## src/rtl/sll_pkg.sv

```systemverilog
`default_nettype none
// ----------------------------------------------------------------------------
// sll_pkg
// Shared types, codes and reset constants of the session lease lock.
// ----------------------------------------------------------------------------
package sll_pkg;

  localparam int unsigned TimeW = 32;
  localparam int unsigned IdW   = 32;
  localparam int unsigned CfgW  = 32;
  localparam int unsigned CfgIdxW = 2;

  localparam logic [TimeW-1:0] LeaseDefaultMs = 32'd5000;
  localparam logic [TimeW-1:0] LeaseMaxMs     = 32'd600000;

  // request modes
  localparam logic [2:0] ModeOpen   = 3'd0;
  localparam logic [2:0] ModeAccess = 3'd1;
  localparam logic [2:0] ModeEnd    = 3'd2;
  localparam logic [2:0] ModeQuery  = 3'd3;
  localparam logic [2:0] ModeTick   = 3'd4;

  // result status
  localparam logic [1:0] StDone      = 2'd0;
  localparam logic [1:0] StSessReq   = 2'd1;
  localparam logic [1:0] StNoSession = 2'd2;
  localparam logic [1:0] StLocked    = 2'd3;

  // configuration register indexes
  localparam logic [CfgIdxW-1:0] RegLeaseDefault = 2'd0;
  localparam logic [CfgIdxW-1:0] RegLeaseMax     = 2'd1;
  localparam logic [CfgIdxW-1:0] RegBootId       = 2'd2;

  typedef struct packed {
    logic [2:0]       mode;
    logic [TimeW-1:0] now_ms;
    logic             sid_present;
    logic [IdW-1:0]   req_sid;
    logic [TimeW-1:0] requested_lease_ms;
    logic             force_req;
  } item_t;

  typedef struct packed {
    logic             locked;
    logic [IdW-1:0]   holder_id;
    logic [IdW-1:0]   last_id;
    logic             last_valid;
    logic [TimeW-1:0] expiry_time;
    logic [TimeW-1:0] lease_length;
  } state_t;

  typedef struct packed {
    logic [TimeW-1:0] lease_default_ms;
    logic [TimeW-1:0] lease_max_ms;
    logic [IdW-1:0]   boot_id;
  } cfg_t;

  typedef struct packed {
    logic [1:0]       status;
    logic [TimeW-1:0] lease_left_ms;
    logic [TimeW-1:0] granted_lease_ms;
    logic [IdW-1:0]   reported_boot_id;
    logic             resumed;
    logic             is_locked;
    logic             ended_subscriptions;
  } result_t;

endpackage
`default_nettype wire

```

## src/rtl/sll_step.sv

```systemverilog
`default_nettype none
// ----------------------------------------------------------------------------
// sll_step
// Next-state and result logic for one request against the lock state.
// ----------------------------------------------------------------------------
module sll_step (
  input  var sll_pkg::item_t   item_i,
  input  var sll_pkg::state_t  state_i,
  input  var sll_pkg::cfg_t    cfg_i,
  output sll_pkg::state_t      state_o,
  output sll_pkg::result_t     result_o
);

  logic                        locked_lp;
  logic                        lapse;
  logic [sll_pkg::TimeW-1:0]   since_exp;
  logic [sll_pkg::TimeW-1:0]   to_exp;
  logic [sll_pkg::TimeW-1:0]   time_left;
  logic                        id_is_holder;
  logic                        id_is_last;
  logic                        other_holds;
  logic                        open_taken;
  logic                        is_req;
  logic                        renew;
  logic [sll_pkg::TimeW-1:0]   lease_clamped;
  logic [sll_pkg::TimeW-1:0]   exp_new;
  logic [1:0]                  chk_status;
  logic                        chk_resume;
  sll_pkg::state_t             st;
  sll_pkg::result_t            res;

  // lease lapses once now has reached expiry (wrapping signed compare)
  assign since_exp = item_i.now_ms - state_i.expiry_time;
  assign lapse     = state_i.locked && !since_exp[sll_pkg::TimeW-1];
  assign locked_lp = state_i.locked && !lapse;

  assign to_exp    = state_i.expiry_time - item_i.now_ms;
  assign time_left = (locked_lp && (to_exp != '0) && !to_exp[sll_pkg::TimeW-1]) ? to_exp : '0;

  assign id_is_holder = (item_i.req_sid == state_i.holder_id);
  assign id_is_last   = state_i.last_valid && (item_i.req_sid == state_i.last_id);
  assign other_holds  = locked_lp && !id_is_holder;

  assign lease_clamped = (item_i.requested_lease_ms == '0) ? cfg_i.lease_default_ms :
                         (item_i.requested_lease_ms > cfg_i.lease_max_ms) ? cfg_i.lease_max_ms :
                         item_i.requested_lease_ms;

  // access check shared by access and end
  always_comb begin
    chk_resume = 1'b0;
    if (!item_i.sid_present) begin
      chk_status = sll_pkg::StSessReq;
    end else if (!locked_lp) begin
      if (id_is_last) begin
        chk_status = sll_pkg::StDone;
        chk_resume = 1'b1;
      end else begin
        chk_status = sll_pkg::StNoSession;
      end
    end else if (id_is_holder) begin
      chk_status = sll_pkg::StDone;
    end else begin
      chk_status = sll_pkg::StLocked;
    end
  end

  always_comb begin
    st          = state_i;
    st.locked   = locked_lp;
    open_taken  = 1'b0;
    res         = '0;
    res.status  = sll_pkg::StDone;
    res.ended_subscriptions = lapse;
    case (item_i.mode)
      sll_pkg::ModeOpen: begin
        if (other_holds && !item_i.force_req) begin
          res.status        = sll_pkg::StLocked;
          res.lease_left_ms = time_left;
        end else begin
          open_taken   = 1'b1;
          res.ended_subscriptions = lapse | other_holds;
          res.resumed  = (locked_lp && id_is_holder) || id_is_last;
          st.locked     = 1'b1;
          st.holder_id  = item_i.req_sid;
          st.last_id    = item_i.req_sid;
          st.last_valid = 1'b1;
          st.lease_length      = lease_clamped;
          res.granted_lease_ms = lease_clamped;
          res.reported_boot_id = cfg_i.boot_id;
        end
      end
      sll_pkg::ModeAccess, sll_pkg::ModeEnd: begin
        res.status = chk_status;
        if (chk_status == sll_pkg::StLocked) begin
          res.lease_left_ms = time_left;
        end
        if (chk_resume) begin
          st.locked    = 1'b1;
          st.holder_id = item_i.req_sid;
        end
        if ((item_i.mode == sll_pkg::ModeEnd) && (chk_status == sll_pkg::StDone)) begin
          st.locked = 1'b0;
          res.ended_subscriptions = 1'b1;
        end
      end
      sll_pkg::ModeQuery: begin
        res.lease_left_ms = time_left;
      end
      default: begin
        // tick and unused modes only lapse
      end
    endcase

    is_req = (item_i.mode == sll_pkg::ModeOpen) || (item_i.mode == sll_pkg::ModeAccess) ||
             (item_i.mode == sll_pkg::ModeEnd) || (item_i.mode == sll_pkg::ModeQuery);
    renew  = is_req && item_i.sid_present && st.locked && (item_i.req_sid == st.holder_id);
    // open and renewal both place expiry one lease after now
    exp_new = item_i.now_ms + st.lease_length;
    if (open_taken || renew) begin
      st.expiry_time = exp_new;
    end
    res.is_locked = st.locked;
  end

  assign state_o  = st;
  assign result_o = res;

endmodule
`default_nettype wire

```

## src/rtl/session_lease_lock.sv

```systemverilog
`default_nettype none
// ----------------------------------------------------------------------------
// session_lease_lock
// Leased exclusive lock owned by a 32-bit session id, one request per beat.
// ----------------------------------------------------------------------------
// Takes one request beat every clock cycle unless stalled. A request goes into
// an input register, is evaluated in a single pass of compare/add logic
// against the lock state, and its result beat is offered from the output
// register. State updates with the result, so back-to-back requests see each
// other's effect. The user must write configuration through the plain write
// port while no request is in flight; the block does not enforce this.
module session_lease_lock #(
  parameter logic [31:0] LEASE_DEFAULT_RST = sll_pkg::LeaseDefaultMs,
  parameter logic [31:0] LEASE_MAX_RST     = sll_pkg::LeaseMaxMs
) (
  input  wire                        clk_i,
  input  wire                        rst_ni,
  // configuration
  input  wire                        cfg_we_i,
  input  wire [sll_pkg::CfgIdxW-1:0] cfg_idx_i,
  input  wire [sll_pkg::CfgW-1:0]    cfg_wdata_i,
  // request channel
  input  wire                        in_valid_i,
  output logic                       in_stall_o,
  input  wire [2:0]                  mode_i,
  input  wire [31:0]                 now_ms_i,
  input  wire                        sid_present_i,
  input  wire [31:0]                 req_sid_i,
  input  wire [31:0]                 requested_lease_ms_i,
  input  wire                        force_req_i,
  // result channel
  output logic                       out_valid_o,
  input  wire                        out_stall_i,
  output logic [1:0]                 status_o,
  output logic [31:0]                lease_left_ms_o,
  output logic [31:0]                granted_lease_ms_o,
  output logic [31:0]                reported_boot_id_o,
  output logic                       resumed_o,
  output logic                       is_locked_o,
  output logic                       ended_subscriptions_o
);

  sll_pkg::cfg_t    cfg_q;
  sll_pkg::state_t  state_q, state_d;
  sll_pkg::item_t   item_q;
  sll_pkg::result_t res_d, res_q;
  logic             in_vld_q;
  logic             out_vld_q;
  logic             adv;
  logic             fire;

  assign adv        = !out_vld_q || !out_stall_i;
  assign fire       = adv && in_vld_q;
  assign in_stall_o = in_vld_q && !adv;

  always_ff @(posedge clk_i or negedge rst_ni) begin
    if (!rst_ni) begin
      cfg_q.lease_default_ms <= LEASE_DEFAULT_RST;
      cfg_q.lease_max_ms     <= LEASE_MAX_RST;
      cfg_q.boot_id          <= '0;
    end else if (cfg_we_i) begin
      case (cfg_idx_i)
        sll_pkg::RegLeaseDefault: cfg_q.lease_default_ms <= cfg_wdata_i;
        sll_pkg::RegLeaseMax:     cfg_q.lease_max_ms     <= cfg_wdata_i;
        sll_pkg::RegBootId:       cfg_q.boot_id          <= cfg_wdata_i;
        default: begin
        end
      endcase
    end
  end

  // input register
  always_ff @(posedge clk_i or negedge rst_ni) begin
    if (!rst_ni) begin
      in_vld_q <= 1'b0;
    end else if (!in_stall_o) begin
      in_vld_q <= in_valid_i;
    end
  end

  always_ff @(posedge clk_i) begin
    if (!in_stall_o && in_valid_i) begin
      item_q.mode               <= mode_i;
      item_q.now_ms             <= now_ms_i;
      item_q.sid_present        <= sid_present_i;
      item_q.req_sid            <= req_sid_i;
      item_q.requested_lease_ms <= requested_lease_ms_i;
      item_q.force_req          <= force_req_i;
    end
  end

  sll_step u_step (
    .item_i   (item_q),
    .state_i  (state_q),
    .cfg_i    (cfg_q),
    .state_o  (state_d),
    .result_o (res_d)
  );

  always_ff @(posedge clk_i or negedge rst_ni) begin
    if (!rst_ni) begin
      state_q <= '0;
    end else if (fire) begin
      state_q <= state_d;
    end
  end

  // result register
  always_ff @(posedge clk_i or negedge rst_ni) begin
    if (!rst_ni) begin
      out_vld_q <= 1'b0;
    end else if (adv) begin
      out_vld_q <= in_vld_q;
    end
  end

  always_ff @(posedge clk_i) begin
    if (fire) begin
      res_q <= res_d;
    end
  end

  assign out_valid_o           = out_vld_q;
  assign status_o              = res_q.status;
  assign lease_left_ms_o       = res_q.lease_left_ms;
  assign granted_lease_ms_o    = res_q.granted_lease_ms;
  assign reported_boot_id_o    = res_q.reported_boot_id;
  assign resumed_o             = res_q.resumed;
  assign is_locked_o           = res_q.is_locked;
  assign ended_subscriptions_o = res_q.ended_subscriptions;

  a_fire_gives_beat: assert property (@(posedge clk_i) disable iff (!rst_ni)
    fire |=> out_vld_q)
    else $error("evaluated request did not produce a result beat");

  a_lock_flag_tracks_state: assert property (@(posedge clk_i) disable iff (!rst_ni)
    fire |=> (res_q.is_locked == state_q.locked))
    else $error("reported lock flag differs from lock state");

  a_reject_clean: assert property (@(posedge clk_i) disable iff (!rst_ni)
    (out_vld_q && (res_q.status != sll_pkg::StDone)) |->
      ((res_q.granted_lease_ms == '0) && (res_q.reported_boot_id == '0) && !res_q.resumed))
    else $error("rejected request carries open results");

  a_locked_status_held: assert property (@(posedge clk_i) disable iff (!rst_ni)
    (out_vld_q && (res_q.status == sll_pkg::StLocked)) |-> res_q.is_locked)
    else $error("locked-by-other status without a held lock");

  a_stall_holds_state: assert property (@(posedge clk_i) disable iff (!rst_ni)
    !fire |=> $stable(state_q))
    else $error("lock state changed without an evaluated request");

endmodule
`default_nettype wire
```

## config.mk

```make
export PLATFORM = sky130hd
export DESIGN_NAME = session_lease_lock
export DESIGN_NICKNAME = d
export VERILOG_FILES = /design/src/rtl/sll_pkg.sv /design/src/rtl/sll_step.sv /design/src/rtl/session_lease_lock.sv
export SDC_FILE = /design/constraint.sdc
export NUM_CORES = 1
export LEC_CHECK = 0
export BUFFER_PORTS_ARGS = -buffer_cell sky130_fd_sc_hd__clkbuf_2
export CORE_ASPECT_RATIO = 2
export CORE_MARGIN = 2
export CORE_UTILIZATION = 40
export DETAILED_ROUTE_END_ITERATION = 8
export PLACE_DENSITY = 0.63
export SETUP_SLACK_MARGIN = 0.15
export SYNTH_ARGS = -nofsm -noshare
export SYNTH_HDL_FRONTEND = slang
export SYNTH_SLANG_ARGS = --single-unit
export TNS_END_PERCENT = 10
```

## constraint.sdc

```tcl
create_clock -name clk_i -period 7.55 [get_ports clk_i]
set_clock_uncertainty 0.1 [all_clocks]
set_input_delay 0.755 -clock clk_i [delete_from_list [all_inputs] [get_ports clk_i]]
set_output_delay 0.755 -clock clk_i [all_outputs]
set_load 0.005 [all_outputs]
```

After elaboration in Yosys (flattened, before gate mapping)
Index checks and enable logic that the tools add are counted.

Add/sub/neg operators: 3. $mul: 0. Divide/modulo/power cells: 0. $lt $le $gt $ge: 1. Equal/unequal tests: 9. Shift operators: 0. Multiplexer cells: 25. Bitwise gates (word level): 3. Reduce and logical (&&, ||, !) cells: 42.

Operators by type and width (count): $mux W32 (6); $eq A32 B32 Y1 (3); $pmux W32 S3 (1); $mux W66 (1); $pmux W33 S2 (1); $sub A32 B32 Y32 (2); $mux W34 (1); $mux W33 (1); $add A32 B32 Y32 (1); $gt A32 B32 Y1 (1); $logic_not A32 Y1 (1); $reduce_bool A32 Y1 (1); $logic_and A1 B1 Y1 (15); $logic_not A1 Y1 (9); $mux W1 (8); $mux W2 (4); $reduce_and A2 Y1 (4); $eq A3 B2 Y1 const B (2); $logic_or A1 B1 Y1 (6); $eq A2 B2 Y1 const B (2); $logic_not A2 Y1 (2); $pmux W2 S2 (1); $reduce_or A2 Y1 (2); $eq A3 B1 Y1 const B (1); 6 further kinds (7).

Register bits: 430. Bits in latches: 0. RAM bits: 0. Memory bits (read-only): 0. Bits of input ports: 140. Output and inout port bits: 103. Word-level logic and storage cells: 107. Memories: 0.

Longest topological paths before layout
Gate-level depths: netlist of run 1.

Depth after elaboration: 15. Gate-level depth with buffers: 25. Gate-level depth less buffers: 24.

Modules after synthesis
From an unflattened synthesis of run 1, not the netlist that was laid out.

Cell total of the unflattened synthesis: 2010. Area total of the unflattened synthesis: 23189.7 um^2.

Modules (own cells, without submodules): session_lease_lock (instances 1, cells each 688, area each 14585.2 um^2); sll_step (instances 1, cells each 1322, area each 8604.5 um^2).

Least setup slack after synthesis of run 1
Ideal clock, no wire load.

Kind: reg2reg. Start: register item_q[86] (netlist name). End: register state_q[61] (netlist name). Setup time: 0.125 ns. Data arrival time: 4.984 ns. Slack: 2.340 ns. Cell stages (with the launch flop): 24. Buffers on the path: 3. Clock period less this slack: 5.210 ns. Cells stage by stage: edfxtp_1 > ha_1 > buf_6 > a21oi_1 > o21bai_1 > a221oi_2 > o31ai_1 > o211a_1 > nor3_1 > clkbuf_1 > clkbuf_1 > o211ai_1 > nand2_1 > ha_1 > a211oi_1 > o21a_1 > o31ai_1 > o31ai_1 > a31oi_1 > o41a_1 > a21o_1 > a21oi_1 > xnor2_1 > mux2_4.

RTL lines: from (decl) (RTL line session_lease_lock.sv:45) `sll_pkg::item_t item_q;`; to (signal assigned) (RTL line session_lease_lock.sv:104) `state_q <= state_d;`; to (decl) (RTL line session_lease_lock.sv:44) `sll_pkg::state_t state_q, state_d;`.

==> summary.txt, run 1 <==
Worst setup path
  • Reg-to-reg slack, setup: 1.19 ns
  • WP data arrival: 6.71 ns
  • Worst R2R Start: item_q[85]
  • Critical path type: reg2reg
  • Crit Path Max Fanout: 16
  • Cell count of the worst reg-to-reg path: 21
  • WP data required: 7.90 ns
  • Critical path startpoint: item_q[85]
  • Nature of the critical path endpoint: register
  • Worst setup path end: state_q[61]
  • Worst flop-to-flop path endpoint: state_q[61]
  • CP Launch Type: register

Yosys
  • Syn_nets: 2127
  • Gate Count Post-Synth: 1860
  • Area leader, netlist: edfxtp_1
  • Post-synth top cells: 215 x dfrtp_1, 202 x edfxtp_1, 163 x mux2_2, 163 x nand2_1, 143 x inv_1
  • Distinct cells, synth: 69
  • FF+latch count, synth: 430
  • Register area share after synthesis: 54.2%
  • Ys async rst share: 53.0%
  • Top FF cell, synth: dfrtp_1
  • Synthesized cell area: 21800 µm²
  • Most frequent cell after synthesis: dfrtp_1
  • Post-synth EDFFs: 202
  • Synth area leaders: edfxtp_1 28%, dfrtp_1 25%, mux2_2 8.4%
  • Syn. warnings: 0
  • Post-synth top area share: 27.9%
  • Post-Syn Area per Cell: 11.7 µm²

Run status
  • Status: finished clean

Power and ir drop
  • Internal power: 5.25 mW
  • Clock power frac: 25.6%
  • Combinational Power Share: 33.1%
  • Seq pwr share: 41.3%
  • PD cells: 314 nW/µm²
  • Sw Pwr: 2.63 mW
  • Leakage Power: 11.5 nW
  • Switching Share: 33.4%
  • Peak VDD IR: 0.000206 V

Place
  • Inst Count DP: 2732
  • Dpl cell area: 23800 µm²
  • Port buffer count: 242
  • Routability cong.: 0.879
  • Post-DP HPWL: 37500 µm

Floorplanning
  • Die Span X: 169 µm
  • I/O pin cnt: 243
  • FP Rows: 121
  • Die height: 334 µm
  • Core Region: 54000 µm²
  • DIE AREA: 56400 µm²
  • Initial Util: 40.3%

Hold path
  • Hold crit path type: in2async

Global route
  • Number of global-route vias before repair: 14400
  • Largest net degree at the start of global routing: 169
  • GRT Total Usage: 18.1%
  • GR Overflow Total: 0
  • Initial antenna violation count: 4
  • First-pass GRT wire length: 80400 µm

Detailed routing
  • Drt pass-1 iters: 5
  • DR vias/cell: 5.20
  • Routed length per instance: 18.3 µm
  • 1st-iter DRT viols: 927
  • DRC violations left: 0
  • Routed WL: 51300 µm
  • Final antenna-violating net count: 0
  • Vias: 14600

Clock network
  • H-tree Lvls: 2
  • Sink Count: 430
  • Post-CTS setup-driven buffer insertion count: 0
  • Cts hold-fix bufs: 0
  • Post-CTS resize count: 0
  • CTS max path bufs: 3
  • TritonCTS clock tree: yes
  • Worst-skew pair later-pin latency: 0.58 ns
  • CTS Buf Count: 41
  • Root buffer cell: clkbuf_16
  • Clock transition at the registers of the reported paths: 0.07 ns

STA
  • Worst slew pin tran: 1.14 ns
  • Share of the clock period used by the worst path: 84.3%
  • Max Fclk: 157 MHz
  • Tmin final: 6.36 ns
  • Slew HR: 23.8%
  • Setup_tns: 0 ns
  • Slew Limit Fails: 0
  • Final setup violation count: 0
  • RSZ-0062 raised after global routing: false
  • Final hold vios: 0

Layout
  • Synth-to-Final Area Change: 15.2%
  • Filler Cell Count: 4952
  • Fin cells: 2809
  • Nets@finish: 2366
  • Final Core Density: 46.4%
  • Final Cell Area: 25100 µm²
  • Layout cells sized above 1: 24.9%

Flow run
  • Max Cap Violations: 0
## final cells by class
type                       count  area [µm²]  area share, %
inverter                     143         539           2.15
timing repair buffer         261        1390           5.54
sequential                   430       11800           47.0
antenna                        1        2.50        0.00998
multi-input combinational   1222        9200           36.7
tap                          676         846           3.37
clock buffer                  52        1110           4.42
clock inverter                24         194          0.774
## through the flow
stage	hold slack, ns	power, mW	setup WS [ns]
CTS	0.0177	7.95	1.15
global route	0.0395	8.42	0.680
finish	0.0215	7.88	1.19
floorplan	0.325	5.24	2.34
detailed placement	0.349	5.90	1.18
global placement	0.347	5.83	1.28
## power by group through the flow
stage	combinational, mW	clock (mW)	sequential [mW]
after floorplan	2.02	0	3.22
after detailed placement	2.60	0	3.30
final	2.61	2.02	3.25
after global placement	2.56	0	3.27
after global routing	2.94	2.17	3.31
after CTS	2.61	2.08	3.25
## metal layers
metal | global-route usage [%] | wire length [µm]
met5 | 0 | 49
met4 | 5.17 | 1220
met3 | 3.54 | 3050
met2 | 29.0 | 23500
met1 | 25.0 | 23500
## worst min path at each step
stage	to	slack, ns
6_report	state_q[85]	0.02
2_1_floorplan	state_q[64]	0.33
5_1_grt	state_q[106]	0.04
3_5_place_dp	state_q[64]	0.35
4_1_cts	state_q[100]	0.02
3_3_place_gp	state_q[64]	0.35
## flip-flops by register name, summed over array words and instances (netlist names), 2 cells and up
signal              flops
cfg_q                  96
granted_lease_ms_o     32
item_q                101
lease_left_ms_o        32
reported_boot_id_o     32
state_q               130
status_o                2
## cells in the final DEF, fill, tap and decap left out, drive strengths merged, types with 6 or more instances in the layout
cell type and count:
a31oi 11, nand3 46, a211oi 12, o211ai 35, dfstp 13, and3 6, dfrtp 215, edfxtp 202
a21boi 7, or3 6, o21bai 8, nand2 163, nand4 32, nor3b 8, a21oi 66, nor3 22
inv 148, mux2 169, mux2i 27, xnor2 90, nor4 15, o21ai 98, o31ai 10, buf 20
o21a 10, clkbuf 293, nor2 74, ha 125, xor2 22, clkinv 15, and2 37, a21o 44
nand2b 13, nor2b 6, a221oi 8, nand3b 8
## worst max-delay path: stages (launching register included)
cell and delay, ns:
edfxtp_1 0.46, ha_1 0.49, nand4_1 0.18, nor3_1 0.31
nand2_1 0.15, a21oi_1 0.59, o211a_1 0.35, nor2_1 0.11
nand2_1 0.50, nand2_1 0.11, nand2_1 0.12, ha_1 0.25
a211oi_1 0.27, o21a_1 0.22, o31ai_1 0.15, o31ai_1 0.52
a31oi_1 0.24, o41a_1 0.41, a21o_1 0.20, a21oi_1 0.18
xnor2_1 0.08, mux2_4 0.26
## logic make-up after synthesis
| logic type | Yosys count | synth area share (%) |
|---|---|---|
| other | 1 | 0.0172 |
| buffers and inverters | 208 | 3.75 |
| multiplexers | 196 | 10.1 |
| XOR/XNOR | 112 | 4.51 |
| AO/OA/AOI/OAI | 333 | 9.84 |
| flip-flops | 430 | 54.2 |
| AND/OR/NAND/NOR | 452 | 10.2 |
| adder cells (fa/ha/maj) | 128 | 7.42 |
(Power assumes the default switching activity.)
==> inputs of run 2 (changes only) <==
--- a/config.mk
+++ b/config.mk
@@ -10,7 +10,7 @@
 export CORE_MARGIN = 2
 export CORE_UTILIZATION = 40
 export DETAILED_ROUTE_END_ITERATION = 8
-export PLACE_DENSITY = 0.63
+export PLACE_DENSITY = 0.65
 export SETUP_SLACK_MARGIN = 0.15
 export SYNTH_ARGS = -nofsm -noshare
 export SYNTH_HDL_FRONTEND = slang
==> constraint.sdc (replaced) <==
create_clock -name clk_i -period 5.1 [get_ports clk_i]
set_clock_uncertainty 0.1 [all_clocks]
set_input_delay 0.51 -clock clk_i [delete_from_list [all_inputs] [get_ports clk_i]]
set_output_delay 0.51 -clock clk_i [all_outputs]
set_load 0.005 [all_outputs]
==> run 2 against run 1 <==
  * The flow now finishes with violations (negative setup slack)
  * Non-clock buffer count rose by 371
  * Global-route usage rose by 1.3 points
  * First-iteration DRC count rose by 9.2%
  * Die area did not move
  * Power rose by 68%
  * Final cell count rose by 13%
  * Combinational power rose by 100%
  * Count of clock-buffer cells in the layout rose by 8
  * Core utilization rose by 6.7 points
  * Sequential share of layout area fell by 6.0 points
  * Cell area rose by 15%
==> summary.txt, run 2 (synthesis results as in run 1) <==
Run status
  • Status: complete, but fails checks
  • Failing checks: negative setup slack

Detailed routing
  • 1st-iter DRT viols: 1012
  • Final antenna-violating net count: 0
  • Vias: 16000
  • Drt pass-1 iters: 6
  • DRC violations left: 0
  • DR vias/cell: 5.02
  • Routed WL: 55400 µm
  • Routed length per instance: 17.4 µm

Power and ir drop
  • Leakage Power: 13.3 nW
  • Peak VDD IR: 0.000327 V
  • PD cells: 461 nW/µm²

Clock network
  • Sink Count: 430
  • Clock transition at the registers of the reported paths: 0.06 ns
  • Worst-skew pair later-pin latency: 0.57 ns
  • CTS max path bufs: 3
  • Root buffer cell: clkbuf_16
  • H-tree Lvls: 2
  • TritonCTS clock tree: yes
  • CTS Buf Count: 41

Worst setup path
  • Most frequent cell on the critical path: buf_4
  • Cell count of the worst reg-to-reg path: 32
  • Nature of the critical path endpoint: register
  • CP peak stage delay: 0.43 ns
  • Crit Path Max Fanout: 9
  • WP data arrival: 5.54 ns
  • CP Launch Type: register
  • Slowest CP cell: edfxtp_1
  • Critical path type: reg2reg
  • WP data required: 5.42 ns

Floorplanning
  • Die Span X: 169 µm
  • Initial Util: 40.3%
  • Core Region: 54000 µm²
  • Die height: 334 µm
  • DIE AREA: 56400 µm²
  • FP Rows: 121
  • I/O pin cnt: 243

Global route
  • Largest net degree at the start of global routing: 128
  • First-pass GRT wire length: 86000 µm
  • GRT Total Usage: 19.4%
  • Number of global-route vias before repair: 16000
  • Initial antenna violation count: 3
  • GR Overflow Total: 0

Layout
  • Commonest non-fill, non-tap cell in the layout: buf_4
  • Top reg by flops: state_q
  • Commonest cells after routing, fill and taps aside: 334 x buf_4, 241 x clkbuf_2, 215 x dfrtp_1
  • Biggest regs: state_q (130), item_q (101), cfg_q (96)
  • Multi-input gate area: 9790 µm²
  • Layout cells sized above 1: 37.4%
  • Nets@finish: 2737
  • Max reg flops: 130
  • FF/Latch Area: 11800 µm²
  • Filler Cell Count: 4603
  • Synth-to-Final Area Change: 31.9%
  • Fin cells: 3179

STA
  • Slew HR: 32.1%
  • Final setup violation count: 4
  • Max Fclk: 191 MHz
  • Worst hold margin: 0.0280 ns
  • Tmin final: 5.22 ns
  • Fin worst setup slack: -0.122 ns
  • Worst slew pin tran: 1.02 ns
  • RSZ-0062 raised after global routing: true
  • Share of the clock period used by the worst path: 102%
  • Final hold vios: 0
  • Slew Limit Fails: 0

Hold path
  • Hold Path Depth: 1
  • Hold crit path type: in2reg

Place
  • Inst Count DP: 3020
  • Routability cong.: 0.896
  • Post-DP HPWL: 40700 µm
  • Port buffer count: 242

Flow run
  • Max Cap Violations: 0
## run 2: cell count changes in the layout (fill, tap and decap cells not counted), sizes merged
cell	change
buf	+325
dlygate4sd3	+46
clkbuf	+8
clkinv	-5
clkinvlp	-3
inv	-3
bufinv	+2
## run 2: final timing paths
check	startpoint	to	slack, ns
max in group asynchronous	rst_ni	cfg_q[75]	3.18
worst max-delay path	item_q[70]	granted_lease_ms_o[13]	-0.12
worst min register to register	state_q[64]	state_q[64]	0.36
worst min-delay path	now_ms_i[19]	item_q[85]	0.03
worst max register to register	item_q[70]	granted_lease_ms_o[13]	-0.12
min in group asynchronous	rst_ni	state_q[74]	0.50
## run 2: worst max-delay path: cells and delay by family (launching register included)
family	cells	cell delay (ns)
buffers and inverters	24	2.99
AO/OA/AOI/OAI	5	0.99
flip-flops	1	0.43
AND/OR/NAND/NOR	2	0.30
adder cells (fa/ha/maj)	1	0.25
## run 2: metal layers
metal	up-vias	track usage [%]	part of all wire [%]
met5	-	0	0.047
met4	4	6.03	2.5
met3	78	3.47	5.8
met2	411	31.4	47
met1	7583	26.5	45
li1	7879	-	-
## run 2: layout make-up
type	count	share of cell area [%]
Sequential cell	430	41.1
Clock buffer	60	4.29
Multi-Input combinational cell	1222	34.1
Tap cell	676	2.95
Clock inverter	15	0.558
Inverter	143	1.88
Timing Repair Buffer	632	15.1
Antenna cell	1	0.00872
## run 2: stage by stage
step	instance area [µm²]	TNS (ns)	power [mW]	setup WS (ns)	util, %
finish	28700	-0.373	13.2	-0.122	53.1
global route	28700	-1.65	14.1	-0.320	53.1
CTS	28200	-0.0429	13.1	-0.0239	52.3
detailed placement	26000	-1.57	9.70	-0.358	48.2
global placement	26000	-1.29	9.57	-0.305	48.2
floorplan	21900	0	7.82	0.165	-
## run 2: repair_timing
item / 4_1_cts / 5_1_grt
endpoints found under the setup margin: 12 / 18
hold endpoints to repair: 139 / 0
pin swaps: 34 / 51
hold buffers: 46 / 0
setup buffers: 26 / 11
resized for setup: 35 / 64
## run 2: where the power goes
| part | switching, mW | total [mW] | internal [mW] |
|---|---|---|---|
| Combinational | 2.55 | 5.30 | 2.75 |
| Sequential | 0.404 | 4.78 | 4.38 |
| Clock | 1.32 | 3.16 | 1.84 |
